**config.mk**
```make
export PLATFORM = sky130hd
export DESIGN_NAME = m68k_subset_execute_core_unit
export DESIGN_NICKNAME = d
export VERILOG_FILES = /design/src/hdl/m68k_pkg.sv /design/src/hdl/m68k_subset_execute_core_unit.sv
export VERILOG_INCLUDE_DIRS = /design/src /design/src/hdl
export SDC_FILE = /design/constraint.sdc
export NUM_CORES = 2
export LEC_CHECK = 0
export BUFFER_PORTS_ARGS = -buffer_cell sky130_fd_sc_hd__buf_2
export CORE_ASPECT_RATIO = 0.6
export CORE_MARGIN = 2
export CORE_UTILIZATION = 56
export CTS_BUF_LIST = sky130_fd_sc_hd__clkbuf_4
export DETAILED_ROUTE_END_ITERATION = 8
export GPL_ROUTABILITY_DRIVEN = 0
export PLACE_DENSITY = 0.78
export RECOVER_POWER = 50
export SETUP_SLACK_MARGIN = 0.02
export SKIP_CTS_REPAIR_TIMING = 1
export SYNTH_ARGS = -nofsm -noshare
export SYNTH_HDL_FRONTEND = slang
export SYNTH_SLANG_ARGS = --single-unit
```
**constraint.sdc**
```tcl
create_clock -name clk -period 13.45 [get_ports clk]
set_clock_uncertainty 0.1 [all_clocks]
set_input_delay 0.6725 -clock clk [delete_from_list [all_inputs] [get_ports clk]]
set_output_delay 0.6725 -clock clk [all_outputs]
set_load 0.01 [all_outputs]
```
**src/hdl/assert_macros.svh**
```systemverilog
// Assertion macros used by the RTL of the execute core.
`ifndef ASSERT_MACROS_SVH
`define ASSERT_MACROS_SVH

// Check that holds in the same cycle as its antecedent, clocked on clk.
`define M68K_ASSERT_NOW(lbl, ante, cons) \
    lbl: assert property (@(posedge clk) disable iff (!rst_n) (ante) |-> (cons)) \
        else $error("assertion failed");

// Check that holds in the cycle after its antecedent, clocked on clk.
`define M68K_ASSERT_NEXT(lbl, ante, cons) \
    lbl: assert property (@(posedge clk) disable iff (!rst_n) (ante) |=> (cons)) \
        else $error("assertion failed");

`endif

```
**src/hdl/m68k_pkg.sv**
```systemverilog
// Types, opcode constants and condition evaluation for the execute core.
package m68k_pkg;

    localparam int FLAG_C = 0;
    localparam int FLAG_V = 1;
    localparam int FLAG_Z = 2;
    localparam int FLAG_N = 3;
    localparam int FLAG_X = 4;

    localparam logic [15:0] OPC_NOP       = 16'h4E71;
    localparam logic [15:0] OPC_RTS       = 16'h4E75;
    localparam logic [15:0] MASK_MOVEQ    = 16'hF100;
    localparam logic [15:0] MATCH_MOVEQ   = 16'h7000;
    localparam logic [15:0] MASK_ADDQ     = 16'hF038;
    localparam logic [15:0] MATCH_ADDQ    = 16'h5000;
    localparam logic [15:0] MASK_DBCC     = 16'hF0F8;
    localparam logic [15:0] MATCH_DBCC    = 16'h50C8;
    localparam logic [15:0] MASK_BCC      = 16'hF000;
    localparam logic [15:0] MATCH_BCC     = 16'h6000;
    localparam logic [31:0] MASK_HIGH_WORD = 32'hFFFF0000;

    localparam logic [1:0] SIZE_BYTE    = 2'd0;
    localparam logic [1:0] SIZE_WORD    = 2'd1;
    localparam logic [1:0] SIZE_INVALID = 2'd3;

    localparam logic [3:0] COND_T   = 4'd0;
    localparam logic [3:0] CC_FALSE = 4'd1;
    localparam logic [3:0] COND_HI  = 4'd2;
    localparam logic [3:0] COND_LS  = 4'd3;
    localparam logic [3:0] COND_CC  = 4'd4;
    localparam logic [3:0] COND_CS  = 4'd5;
    localparam logic [3:0] COND_NE  = 4'd6;
    localparam logic [3:0] COND_EQ  = 4'd7;
    localparam logic [3:0] COND_VC  = 4'd8;
    localparam logic [3:0] COND_VS  = 4'd9;
    localparam logic [3:0] COND_PL  = 4'd10;
    localparam logic [3:0] COND_MI  = 4'd11;
    localparam logic [3:0] COND_GE  = 4'd12;
    localparam logic [3:0] COND_LT  = 4'd13;
    localparam logic [3:0] COND_GT  = 4'd14;

    localparam logic [4:0] CYC_SHORT  = 5'd4;
    localparam logic [4:0] CYC_BRANCH = 5'd10;
    localparam logic [4:0] CYC_DB_END = 5'd14;
    localparam logic [4:0] CYC_RTS    = 5'd16;

    typedef enum logic [2:0] {
        OP_NOP,
        OP_RTS,
        OP_MOVEQ,
        OP_ADDQ,
        OP_DBCC,
        OP_BCC,
        OP_UNIMPL
    } op_class_t;

    function automatic logic cond_true(input logic [4:0] f, input logic [3:0] cc);
        logic c;
        logic v;
        logic z;
        logic n;
        logic res;
        c = f[FLAG_C];
        v = f[FLAG_V];
        z = f[FLAG_Z];
        n = f[FLAG_N];
        case (cc)
            COND_T:   res = 1'b1;
            CC_FALSE: res = 1'b0;
            COND_HI:  res = !c && !z;
            COND_LS:  res = c || z;
            COND_CC:  res = !c;
            COND_CS:  res = c;
            COND_NE:  res = !z;
            COND_EQ:  res = z;
            COND_VC:  res = !v;
            COND_VS:  res = v;
            COND_PL:  res = !n;
            COND_MI:  res = n;
            COND_GE:  res = n == v;
            COND_LT:  res = n != v;
            COND_GT:  res = !z && (n == v);
            default:  res = z || (n != v);
        endcase
        return res;
    endfunction

endpackage

```
**src/hdl/m68k_subset_execute_core_unit.sv**
```systemverilog
// Top level of the execute core for a small 68000 instruction subset.
//
// Usage: each input beat on in_valid/in_stall carries the two code words at
// the current program counter, opcode_word and extension_word, as fetched by
// the caller. The core executes one instruction per beat and returns one
// result beat on out_valid/out_stall with the next program counter, flags,
// cycle charge, running totals and the data register written, if any.
// The code length register is written through cfg_we/cfg_data; the caller
// must write it only while idle, which the core itself does not enforce.
// A new instruction is taken every cycle while the receiver does not stall;
// the input register and the result register frame a single pass through
// decode, the ADDQ/SUBQ adder, the DBcc decrement and branch target adders.
// Reset clears the data registers, program counter, flags, halt mark and all
// totals. When the receiver stalls, the result is held and one further beat
// waits in the input register; only then is in_stall raised.
module m68k_subset_execute_core_unit
    import m68k_pkg::*;
(
    input  logic        clk,
    input  logic        rst_n,
    input  logic        cfg_we,
    input  logic [24:0] cfg_data,
    input  logic        in_valid,
    output logic        in_stall,
    input  logic [15:0] opcode_word,
    input  logic [15:0] extension_word,
    output logic        out_valid,
    input  logic        out_stall,
    output logic [31:0] next_pc,
    output logic [4:0]  status_flags,
    output logic [4:0]  cycles_taken,
    output logic [31:0] cycles_total,
    output logic        is_halted,
    output logic        unimplemented,
    output logic [31:0] unimplemented_count,
    output logic        reg_written,
    output logic [2:0]  reg_index,
    output logic [31:0] reg_value
);

    `include "assert_macros.svh"

    logic [24:0] code_len_reg;
    logic        in_vld_reg, in_vld_next;
    logic [15:0] op_reg, ext_reg;
    logic        out_vld_reg, out_vld_next;

    logic [31:0] dregs_reg [8];
    logic [31:0] pc_reg, pc_next;
    logic [4:0]  flags_reg, flags_next;
    logic        halt_reg, halt_next;
    logic [31:0] cyc_sum_reg, cyc_sum_next;
    logic [31:0] unk_sum_reg, unk_sum_next;

    logic [4:0]  cycles_next;
    logic        unimpl_next;
    logic        wr_next;
    logic [2:0]  ridx_next;
    logic [31:0] rval_next;

    logic        in_take;
    logic        exec_go;

    logic [32:0] len_ext;
    logic [32:0] pc_ext;
    logic [31:0] base;
    logic [32:0] base_ext;
    logic [15:0] op;
    logic [15:0] ext;
    op_class_t   op_class;

    logic [31:0] src_reg;
    logic [1:0]  size;
    logic [3:0]  quick;
    logic [31:0] width_mask;
    logic [31:0] a_m;
    logic [32:0] r_full;
    logic [31:0] r_m;
    logic        carry;
    logic        a_s;
    logic        r_s;
    logic        ovf;
    logic [31:0] moveq_val;
    logic [15:0] db_low;
    logic [31:0] disp16;
    logic [31:0] disp8;

    assign exec_go  = in_vld_reg && (!out_vld_reg || !out_stall);
    assign in_stall = in_vld_reg && !exec_go;
    assign in_take  = in_valid && !in_stall;

    assign in_vld_next  = in_take ? 1'b1 : (exec_go ? 1'b0 : in_vld_reg);
    assign out_vld_next = exec_go ? 1'b1 : (out_stall ? out_vld_reg : 1'b0);

    // Code bytes at or beyond the code length read as zero.
    assign len_ext  = {8'd0, code_len_reg};
    assign pc_ext   = {1'b0, pc_reg};
    assign base     = pc_reg + 32'd2;
    assign base_ext = {1'b0, base};
    assign op[15:8] = (pc_ext < len_ext) ? op_reg[15:8] : 8'd0;
    assign op[7:0]  = ((pc_ext + 33'd1) < len_ext) ? op_reg[7:0] : 8'd0;
    assign ext[15:8] = (base_ext < len_ext) ? ext_reg[15:8] : 8'd0;
    assign ext[7:0]  = ((base_ext + 33'd1) < len_ext) ? ext_reg[7:0] : 8'd0;

    always_comb
    begin
        if (op == OPC_NOP)
        begin
            op_class = OP_NOP;
        end
        else if (op == OPC_RTS)
        begin
            op_class = OP_RTS;
        end
        else if ((op & MASK_MOVEQ) == MATCH_MOVEQ)
        begin
            op_class = OP_MOVEQ;
        end
        else if ((op & MASK_ADDQ) == MATCH_ADDQ && op[7:6] != SIZE_INVALID)
        begin
            op_class = OP_ADDQ;
        end
        else if ((op & MASK_DBCC) == MATCH_DBCC)
        begin
            op_class = OP_DBCC;
        end
        else if ((op & MASK_BCC) == MATCH_BCC)
        begin
            op_class = OP_BCC;
        end
        else
        begin
            op_class = OP_UNIMPL;
        end
    end

    // Quick add and subtract work at the operand size and keep the upper bits.
    always_comb
    begin
        src_reg = dregs_reg[op[2:0]];
        size    = op[7:6];
        quick   = (op[11:9] == 3'd0) ? 4'd8 : {1'b0, op[11:9]};
        case (size)
            SIZE_BYTE: width_mask = 32'h0000_00FF;
            SIZE_WORD: width_mask = 32'h0000_FFFF;
            default:   width_mask = 32'hFFFF_FFFF;
        endcase
        a_m = src_reg & width_mask;
        if (op[8])
        begin
            r_full = {1'b0, a_m} - {29'd0, quick};
        end
        else
        begin
            r_full = {1'b0, a_m} + {29'd0, quick};
        end
        r_m = r_full[31:0] & width_mask;
        case (size)
            SIZE_BYTE:
            begin
                a_s   = a_m[7];
                r_s   = r_m[7];
                carry = op[8] ? r_full[32] : r_full[8];
            end
            SIZE_WORD:
            begin
                a_s   = a_m[15];
                r_s   = r_m[15];
                carry = op[8] ? r_full[32] : r_full[16];
            end
            default:
            begin
                a_s   = a_m[31];
                r_s   = r_m[31];
                carry = r_full[32];
            end
        endcase
        ovf = op[8] ? (a_s && !r_s) : (!a_s && r_s);
    end

    assign moveq_val = {{24{op[7]}}, op[7:0]};
    assign disp8     = {{24{op[7]}}, op[7:0]};
    assign disp16    = {{16{ext[15]}}, ext};
    assign db_low    = src_reg[15:0] - 16'd1;

    always_comb
    begin
        pc_next      = pc_reg;
        flags_next   = flags_reg;
        halt_next    = halt_reg;
        cycles_next  = 5'd0;
        unimpl_next  = 1'b0;
        unk_sum_next = unk_sum_reg;
        wr_next      = 1'b0;
        ridx_next    = 3'd0;
        rval_next    = 32'd0;
        if (!halt_reg)
        begin
            pc_next     = base;
            cycles_next = CYC_SHORT;
            case (op_class)
                OP_NOP:
                begin
                end
                OP_RTS:
                begin
                    halt_next   = 1'b1;
                    cycles_next = CYC_RTS;
                end
                OP_MOVEQ:
                begin
                    ridx_next          = op[11:9];
                    rval_next          = moveq_val;
                    wr_next            = 1'b1;
                    flags_next         = 5'd0;
                    flags_next[FLAG_X] = flags_reg[FLAG_X];
                    flags_next[FLAG_Z] = (moveq_val == 32'd0);
                    flags_next[FLAG_N] = moveq_val[31];
                end
                OP_ADDQ:
                begin
                    ridx_next          = op[2:0];
                    rval_next          = (src_reg & ~width_mask) | r_m;
                    wr_next            = 1'b1;
                    flags_next[FLAG_C] = carry;
                    flags_next[FLAG_X] = carry;
                    flags_next[FLAG_V] = ovf;
                    flags_next[FLAG_Z] = (r_m == 32'd0);
                    flags_next[FLAG_N] = r_s;
                end
                OP_DBCC:
                begin
                    pc_next     = base + 32'd2;
                    cycles_next = CYC_BRANCH;
                    if (!cond_true(flags_reg, op[11:8]))
                    begin
                        ridx_next = op[2:0];
                        rval_next = (src_reg & MASK_HIGH_WORD) | {16'd0, db_low};
                        wr_next   = 1'b1;
                        if (db_low != 16'hFFFF)
                        begin
                            pc_next = base + disp16;
                        end
                        else
                        begin
                            cycles_next = CYC_DB_END;
                        end
                    end
                end
                OP_BCC:
                begin
                    cycles_next = CYC_BRANCH;
                    if (op[11:8] == CC_FALSE || cond_true(flags_reg, op[11:8]))
                    begin
                        pc_next = base + disp8;
                    end
                end
                default:
                begin
                    unimpl_next  = 1'b1;
                    unk_sum_next = unk_sum_reg + 32'd1;
                end
            endcase
        end
        cyc_sum_next = cyc_sum_reg + {27'd0, cycles_next};
    end

    always_ff @(posedge clk or negedge rst_n)
    begin
        if (!rst_n)
        begin
            code_len_reg <= 25'd0;
            in_vld_reg   <= 1'b0;
            out_vld_reg  <= 1'b0;
            pc_reg       <= 32'd0;
            flags_reg    <= 5'd0;
            halt_reg     <= 1'b0;
            cyc_sum_reg  <= 32'd0;
            unk_sum_reg  <= 32'd0;
            for (int i = 0; i < 8; i++)
            begin
                dregs_reg[i] <= 32'd0;
            end
        end
        else
        begin
            in_vld_reg  <= in_vld_next;
            out_vld_reg <= out_vld_next;
            if (cfg_we)
            begin
                code_len_reg <= cfg_data;
            end
            if (exec_go)
            begin
                pc_reg      <= pc_next;
                flags_reg   <= flags_next;
                halt_reg    <= halt_next;
                cyc_sum_reg <= cyc_sum_next;
                unk_sum_reg <= unk_sum_next;
                if (wr_next)
                begin
                    dregs_reg[ridx_next] <= rval_next;
                end
            end
        end
    end

    always_ff @(posedge clk)
    begin
        if (in_take)
        begin
            op_reg  <= opcode_word;
            ext_reg <= extension_word;
        end
        if (exec_go)
        begin
            next_pc             <= pc_next;
            status_flags        <= flags_next;
            cycles_taken        <= cycles_next;
            cycles_total        <= cyc_sum_next;
            is_halted           <= halt_next;
            unimplemented       <= unimpl_next;
            unimplemented_count <= unk_sum_next;
            reg_written         <= wr_next;
            reg_index           <= ridx_next;
            reg_value           <= rval_next;
        end
    end

    assign out_valid = out_vld_reg;

    `M68K_ASSERT_NEXT(a_halt_sticky, halt_reg, halt_reg)
    `M68K_ASSERT_NEXT(a_halt_pc_hold, halt_reg && exec_go, $stable(pc_reg))
    `M68K_ASSERT_NEXT(a_unk_count, exec_go && unimpl_next, unk_sum_reg == $past(unk_sum_reg) + 1)
    `M68K_ASSERT_NEXT(a_exec_result, exec_go, out_vld_reg)

endmodule

```
==> Word-level counts from Yosys, hierarchy flattened <==
Cells that the tools add are included.
{ "classes": {"reduce_logical": 33, "n_div": 0, "n_mul": 0, "shift": 0, "bitwise": 8, "n_eq_ne": 31, "mux": 59, "addsub": 11, "order_cmp": 7} }
{ "op_table": {"columns": ["operator", "count"], "rows": [
  ["$mux W32", 11],
  ["$bwmux W256", 1],
  ["$pmux W32 S2", 2],
  ["$and A32 B32 Y32", 3],
  ["$bmux W32 S3", 1],
  ["$demux W32 S3", 1],
  ["$pmux W32 S3", 1],
  ["$add A32 B1 Y33 const B", 2],
  ["$lt A33 B25 Y1", 2],
  ["$add A32 B2 Y32 const B", 2],
  ["$add A32 B32 Y32", 2],
  ["$logic_not A32 Y1", 2],
  ["$lt A32 B25 Y1", 2],
  ["$add A32 B4 Y33", 1],
  ["$mux W33", 1],
  ["$sub A32 B4 Y33", 1],
  ["$add A32 B1 Y32 const B", 1],
  ["$add A32 B5 Y32", 1],
  ["$eq A16 B15 Y1 const B", 2],
  ["$mux W8", 4],
  ["$not A32 Y32", 1],
  ["$or A32 B16 Y32", 1],
  ["$or A32 B32 Y32", 1],
  ["$eq A4 B4 Y1 const B", 7],
  ["39 further kinds", 96]
]} }
{ "totals": {"wordCells": 177, "rom_bits": 0, "memories": 0, "out_inout_bits": 146, "latch_bits": 0, "regBits": 561, "mem_bits_rw": 0} }

==> Depth between registers and ports, before layout <==
{ "logic_depth": {"depth_word": 21, "depth_mapped": 41} }

==> Worst setup path before layout <==
No wires, ideal clock.
{ "synth_path": {"path_kind": "register to register", "from": "register pc_reg[2]", "to": "register cycles_total[26], data pin", "required_ns": 13.090, "arrival_ns": 8.544, "setup_ns": 0.260, "slack_ns": 4.546, "n_path_buf": 4, "path_stages_with_launch": 41, "cell_sequence": "dfrtp_1 ha_1 nand3_1 or3_1 nor4_1 xnor2_1 a21oi_1 ha_1 o21a_1 a211oi_1 o22a_1 nand3_2 clkbuf_1 clkbuf_1 clkbuf_1 nor2_1 a21oi_1 ha_1 [5 not listed] nand2_1 a21oi_1 ha_1 a21o_1 a21oi_1 nor2b_1 o21a_1 nand3_1 nor2_1 and3_1 and3_1 and3_1 clkbuf_1 nand4_1 nor2_1 and2_1 nand2_1 xnor2_1"} }
{ "synth_between": {"elab_chain_cells": 14} }
{ "synth_rtl": {"columns": ["item", "line", "rtl"], "rows": [
  ["start: declaration", "m68k_subset_execute_core_unit.sv:49", "logic [31:0] pc_reg, pc_next;"],
  ["start signal: assignment", "m68k_subset_execute_core_unit.sv:295", "pc_reg <= pc_next;"],
  ["$add A32 B1 Y33", "m68k_subset_execute_core_unit.sv:101", "assign op[7:0] = ((pc_ext + 33'd1) < len_ext) ? op_reg[7:0] : 8'd0;"],
  ["$lt A33 B25 Y1", "m68k_subset_execute_core_unit.sv:101", null],
  ["$mux W8", "m68k_subset_execute_core_unit.sv:101", null],
  ["$not A3 Y4 (implied by the code)", "m68k_subset_execute_core_unit.sv:140", "src_reg = dregs_reg[op[2:0]];"],
  ["$bmux W32 S3", "m68k_subset_execute_core_unit.sv:140", null],
  ["$mux W32 (implied by the code) (2 in series)", "m68k_subset_execute_core_unit.sv:140", null],
  ["$sub A16 B1 Y16", "m68k_subset_execute_core_unit.sv:184", "assign db_low = src_reg[15:0] - 16'd1;"],
  ["$ne A16 B16 Y1", "m68k_subset_execute_core_unit.sv:240", "if (db_low != 16'hFFFF)"],
  ["$mux W3", "m68k_subset_execute_core_unit.sv:240", null],
  ["$mux W3", "m68k_subset_execute_core_unit.sv:235", "if (!cond_true(flags_reg, op[11:8]))"],
  ["$pmux W5 S3 *", "m68k_subset_execute_core_unit.sv:201", "case (op_class)"],
  ["$mux W5 *", "m68k_subset_execute_core_unit.sv:197", "if (!halt_reg)"],
  ["net cycles_next[2]", "m68k_subset_execute_core_unit.sv:55", "logic [4:0] cycles_next;"],
  ["$add A32 B5 Y32 *", "m68k_subset_execute_core_unit.sv:265", "cyc_sum_next = cyc_sum_reg + {27'd0, cycles_next};"],
  ["net cyc_sum_next[26]", "m68k_subset_execute_core_unit.sv:52", "logic [31:0] cyc_sum_reg, cyc_sum_next;"],
  ["end signal: assignment", "m68k_subset_execute_core_unit.sv:320", "cycles_total <= cyc_sum_next;"],
  ["end: declaration", "m68k_subset_execute_core_unit.sv:32", "output logic [31:0] cycles_total,"]
]} }
Mark *: on every way through the listed nets, which the timed path passes. The rest lies on a longest branch. The select of a mux whose other input is x is not followed.
A chain may end at the register's enable or synchronous reset.

==> Worst setup path after layout <==
{ "layout_path": {"from": "register pc_reg[0]", "to": "register cyc_sum_reg[29]"} }
{ "layout_between": {"elab_chain_cells": 14} }
{ "layout_rtl": {"columns": ["item", "line", "rtl"], "rows": [
  ["$add A32 B1 Y33", "m68k_subset_execute_core_unit.sv:101", null],
  ["$lt A33 B25 Y1", "m68k_subset_execute_core_unit.sv:101", null],
  ["$mux W8", "m68k_subset_execute_core_unit.sv:101", null],
  ["$not A3 Y4 (implied by the code)", "m68k_subset_execute_core_unit.sv:140", null],
  ["$bmux W32 S3", "m68k_subset_execute_core_unit.sv:140", null],
  ["$mux W32 (implied by the code) (2 in series)", "m68k_subset_execute_core_unit.sv:140", null],
  ["$sub A16 B1 Y16", "m68k_subset_execute_core_unit.sv:184", null],
  ["$ne A16 B16 Y1", "m68k_subset_execute_core_unit.sv:240", null],
  ["$mux W3", "m68k_subset_execute_core_unit.sv:240", null],
  ["$mux W3", "m68k_subset_execute_core_unit.sv:235", null],
  ["$pmux W5 S3 *", "m68k_subset_execute_core_unit.sv:201", null],
  ["$mux W5 *", "m68k_subset_execute_core_unit.sv:197", null],
  ["net cycles_next[2]", "m68k_subset_execute_core_unit.sv:55", null],
  ["$add A32 B5 Y32 *", "m68k_subset_execute_core_unit.sv:265", null],
  ["end signal: assignment", "m68k_subset_execute_core_unit.sv:298", "cyc_sum_reg <= cyc_sum_next;"],
  ["end: declaration", "m68k_subset_execute_core_unit.sv:52", null]
]} }
Marked as above.

==> summary.txt <==
Run status
  – Status: complete, but fails checks
  – Violated checks: DRC, capacitance limit, slew limit

Drt
  – DRT iter0 DRCs: 4716
  – Detailed Route WL: 109900 µm
  – DRC violation count after routing: 20
  – Vias: 30820
  – DRT Pass-1 Iters: 9
  – Vias/cell: 6.470
  – DRT antenna net count: 0
  – Wirelength per Cell: 23.08 µm

Critical path
  – Worst Setup SP: pc_reg[0]$_DFFE_PN0P_
  – CP Capture Type: flip-flop
  – Worst path buffer plus inverter count: 0
  – Required time of the critical path: 14.15 ns
  – CP startpoint kind: flip-flop
  – Slowest cell delay on critical path: 1.03 ns
  – Worst path arrival time: 12.59 ns
  – Delay-heaviest family, CP: simple AND/OR/NAND/NOR gates
  – FF-to-FF Start: pc_reg[0]$_DFFE_PN0P_
  – Crit Path Category: reg -> reg
  – CP max-delay cell: dfrtp_1
  – Maximum net fanout on the critical path: 32

STA
  – Final Slew Violations: 548
  – Slew headroom: -323.2%
  – Crit path time final: 11.89 ns
  – Setup Viol. Count Final: 0
  – Final Hold Viols: 0
  – Worst-Margin Slew: 6.347 ns
  – Final setup TNS: 0 ns
  – F_max: 84.13 MHz
  – Period utilization: 88.38%
  – RSZ-0062 raised after global routing: false

CTS
  – Clock root buffer: clkbuf_4
  – CTS H-tree lvls: 4
  – CTS tree: yes
  – CTS Sinks: 557
  – Clock insertion delay at the later pin of the skew report: 0.99 ns
  – Bufs on Longest Clock Path: 3
  – TritonCTS Buffers: 136
  – CTS clock-pin slew for the worst setup and hold paths: 0.07 ns

Placed design
  – Port buffer count: 205
  – Placed instance area: 0.03761 mm²
  – Final HPWL DP: 77360 µm

Floorplan
  – FP Rows: 71
  – Die Wd: 329.9 µm
  – Core box area: 0.06281 mm²
  – I/O Pins: 208
  – DIE AREA: 0.06582 mm²
  – DIE HEIGHT: 199.5 µm
  – Starting Density: 56.81%

Global routing
  – Largest net degree at the start of global routing: 113
  – Overflow after GRT: 0
  – Vias in the first global route: 28600
  – GR Util All Layers: 32.90%
  – Antenna violations before repair: 5
  – First-pass GRT wire length: 166700 µm

Synthesis
  – Mean Syn Cell Area: 10.15 µm²
  – Asr flop ratio synth: 68.94%
  – Post-synth EDFFs: 173
  – Sequential share of the synthesized area: 41.49%
  – Top cell type's share of synthesized area: 26.93%
  – Post-Syn Area: 0.03568 mm²
  – Top-count cell post-synth: dfrtp_1
  – Post-Syn Instances: 3517
  – Top FF cell, synth: dfrtp_1
  – Post-synth cell types: 100
  – Warnings, synthesis: 0
  – Top post-synthesis cells by count: dfrtp_1, mux2_2, nor2_1
  – Leading post-synthesis cells by cell area: dfrtp_1, edfxtp_1, mux2_2
  – Area leader, netlist: dfrtp_1
  – Register bit count reported by yosys: 557

Pwr
  – Power share of the combinational group: 26.4%
  – Internal power: 3170 µW
  – Switching Fraction: 34.62%
  – Psw: 1679 µW
  – P_leak: 0.01784 µW
  – Clock share of power: 32.3%
  – VDD IR max: 88.92 µV
  – PwrDens: 121.5 mW/mm²
  – Flop pwr share: 41.3%

Cells and area
  – Fin nets: 4080
  – Final instance area: 0.03990 mm²
  – Final-layout fill cell count: 5014
  – Area grow syn2layout: 11.84%
  – Max FFs per register: 256
  – Seq. cell area: 0.01481 mm²
  – Layout cells sized above 1: 18.47%
  – Area of the multi-input gates: 0.01989 mm²

Worst hold path
  – Min-delay worst type: in -> reg
  – Hold_sp: opcode_word[11]

Flow run
  – Max-cap violations: 11
-- power by group through the flow --
stage	combinational [µW]	sequential [µW]	clock, µW
2_1_floorplan	864	1980	0
3_3_place_gp	1190	2020	0
3_5_place_dp	1210	2020	0
4_1_cts	1230	1990	1590
5_1_grt	1380	2010	1680
6_report	1280	2000	1560
-- cell families (layout without fill, tap and decap cells) --
family | after synthesis | after routing | share of synthesized area [%]
simple gates | 1075 | 1075 | 14.82
compound gates | 734 | 734 | 14.10
flops | 557 | 557 | 41.49
mux | 353 | 353 | 11.59
xor+xnor | 307 | 307 | 7.557
buf+inv | 282 | 683 | 3.051
fa+ha+maj | 208 | 208 | 7.378
other cells | 1 | 8 | 0.01051
-- path summary, 6_finish.rpt --
kind                            slack, ns  cells after the start                          end
min in group asynchronous            2.53                      2       pc_reg[19]$_DFFE_PN0P_
worst max-delay path                 1.56                     37  cyc_sum_reg[29]$_DFFE_PN0P_
worst min register to register       0.38                      2     flags_reg[4]$_DFFE_PN0P_
worst min-delay path                 0.31                      2         op_reg[11]$_DFFE_PP_
worst max register to register       1.56                     37  cyc_sum_reg[29]$_DFFE_PN0P_
max in group asynchronous            4.64                      4     dregs_reg[9]$_DFFE_PN0P_
-- placed cells by master, fill, tap and decap left out, types with 13 or more instances in the layout --
| master | synthesis | final |
|---|---|---|
| o221a_2 | 15 | 15 |
| o31ai_1 | 14 | 14 |
| o21bai_1 | 16 | 16 |
| and4_1 | 13 | 13 |
| nor3_1 | 83 | 83 |
| and2_1 | 38 | 37 |
| nand2_1 | 265 | 265 |
| o21a_1 | 30 | 30 |
| mux2_2 | 315 | 315 |
| or3_1 | 28 | 28 |
| a211oi_1 | 52 | 50 |
| o21ai_0 | 139 | 139 |
| clkbuf_4 | 0 | 202 |
| a22oi_1 | 20 | 20 |
| xnor2_1 | 213 | 213 |
| nand3_1 | 107 | 107 |
| nand4_1 | 46 | 46 |
| inv_1 | 114 | 114 |
| xor2_1 | 93 | 93 |
| and3_1 | 33 | 33 |
| buf_2 | 12 | 53 |
| clkbuf_1 | 110 | 158 |
| or2_2 | 14 | 14 |
| a21oi_1 | 149 | 149 |
| a31oi_1 | 37 | 37 |
| ha_1 | 204 | 204 |
| nor4_1 | 41 | 40 |
| mux4_2 | 16 | 16 |
| edfxtp_1 | 173 | 173 |
| o22ai_1 | 29 | 29 |
| mux2i_1 | 17 | 17 |
| dlygate4sd3_1 | 0 | 61 |
| a21o_1 | 75 | 75 |
| buf_4 | 4 | 44 |
| nand2b_1 | 25 | 25 |
| nor2_1 | 289 | 280 |
| clkinv_1 | 2 | 26 |
| nor2b_1 | 42 | 42 |
| a221oi_1 | 33 | 33 |
| dfrtp_1 | 384 | 383 |
-- per-stage QoR --
stage | hold slack, ns | total power, µW | setup WS [ns] | cells | util, %
after floorplan | 0.2769 | 2845 | 4.546 | 3518 | -
after global placement | 0.3595 | 3208 | 2.560 | 4450 | 59.89
after detailed placement | 0.3658 | 3235 | 2.080 | 4450 | 59.89
after CTS | -0.3177 | 4805 | 2.118 | 4697 | 62.90
after global routing | 0.2840 | 5069 | 1.093 | 4760 | 63.52
final | 0.3081 | 4849 | 1.563 | 4764 | 63.53
-- area by class of cell --
type / instances / area share, %
clock buffer: 202 / 3.800
multi-input combinational: 2679 / 49.84
sequential: 557 / 37.10
inverter: 120 / 1.132
tap: 839 / 2.631
antenna: 6 / 0.03763
clock inverter: 45 / 0.9501
timing repair buffer: 316 / 4.509
-- per-layer routing --
layer | GRT usage, % | part of all wire [%] | vias to the layer above
met5 | 0.9745 | 0.11 | -
met4 | 9.983 | 3.0 | 4
met3 | 13.43 | 16 | 321
met2 | 42.45 | 38 | 2085
met1 | 49.19 | 43 | 14790
li1 | - | - | 13630
Power figures use the tool's default switching activity.
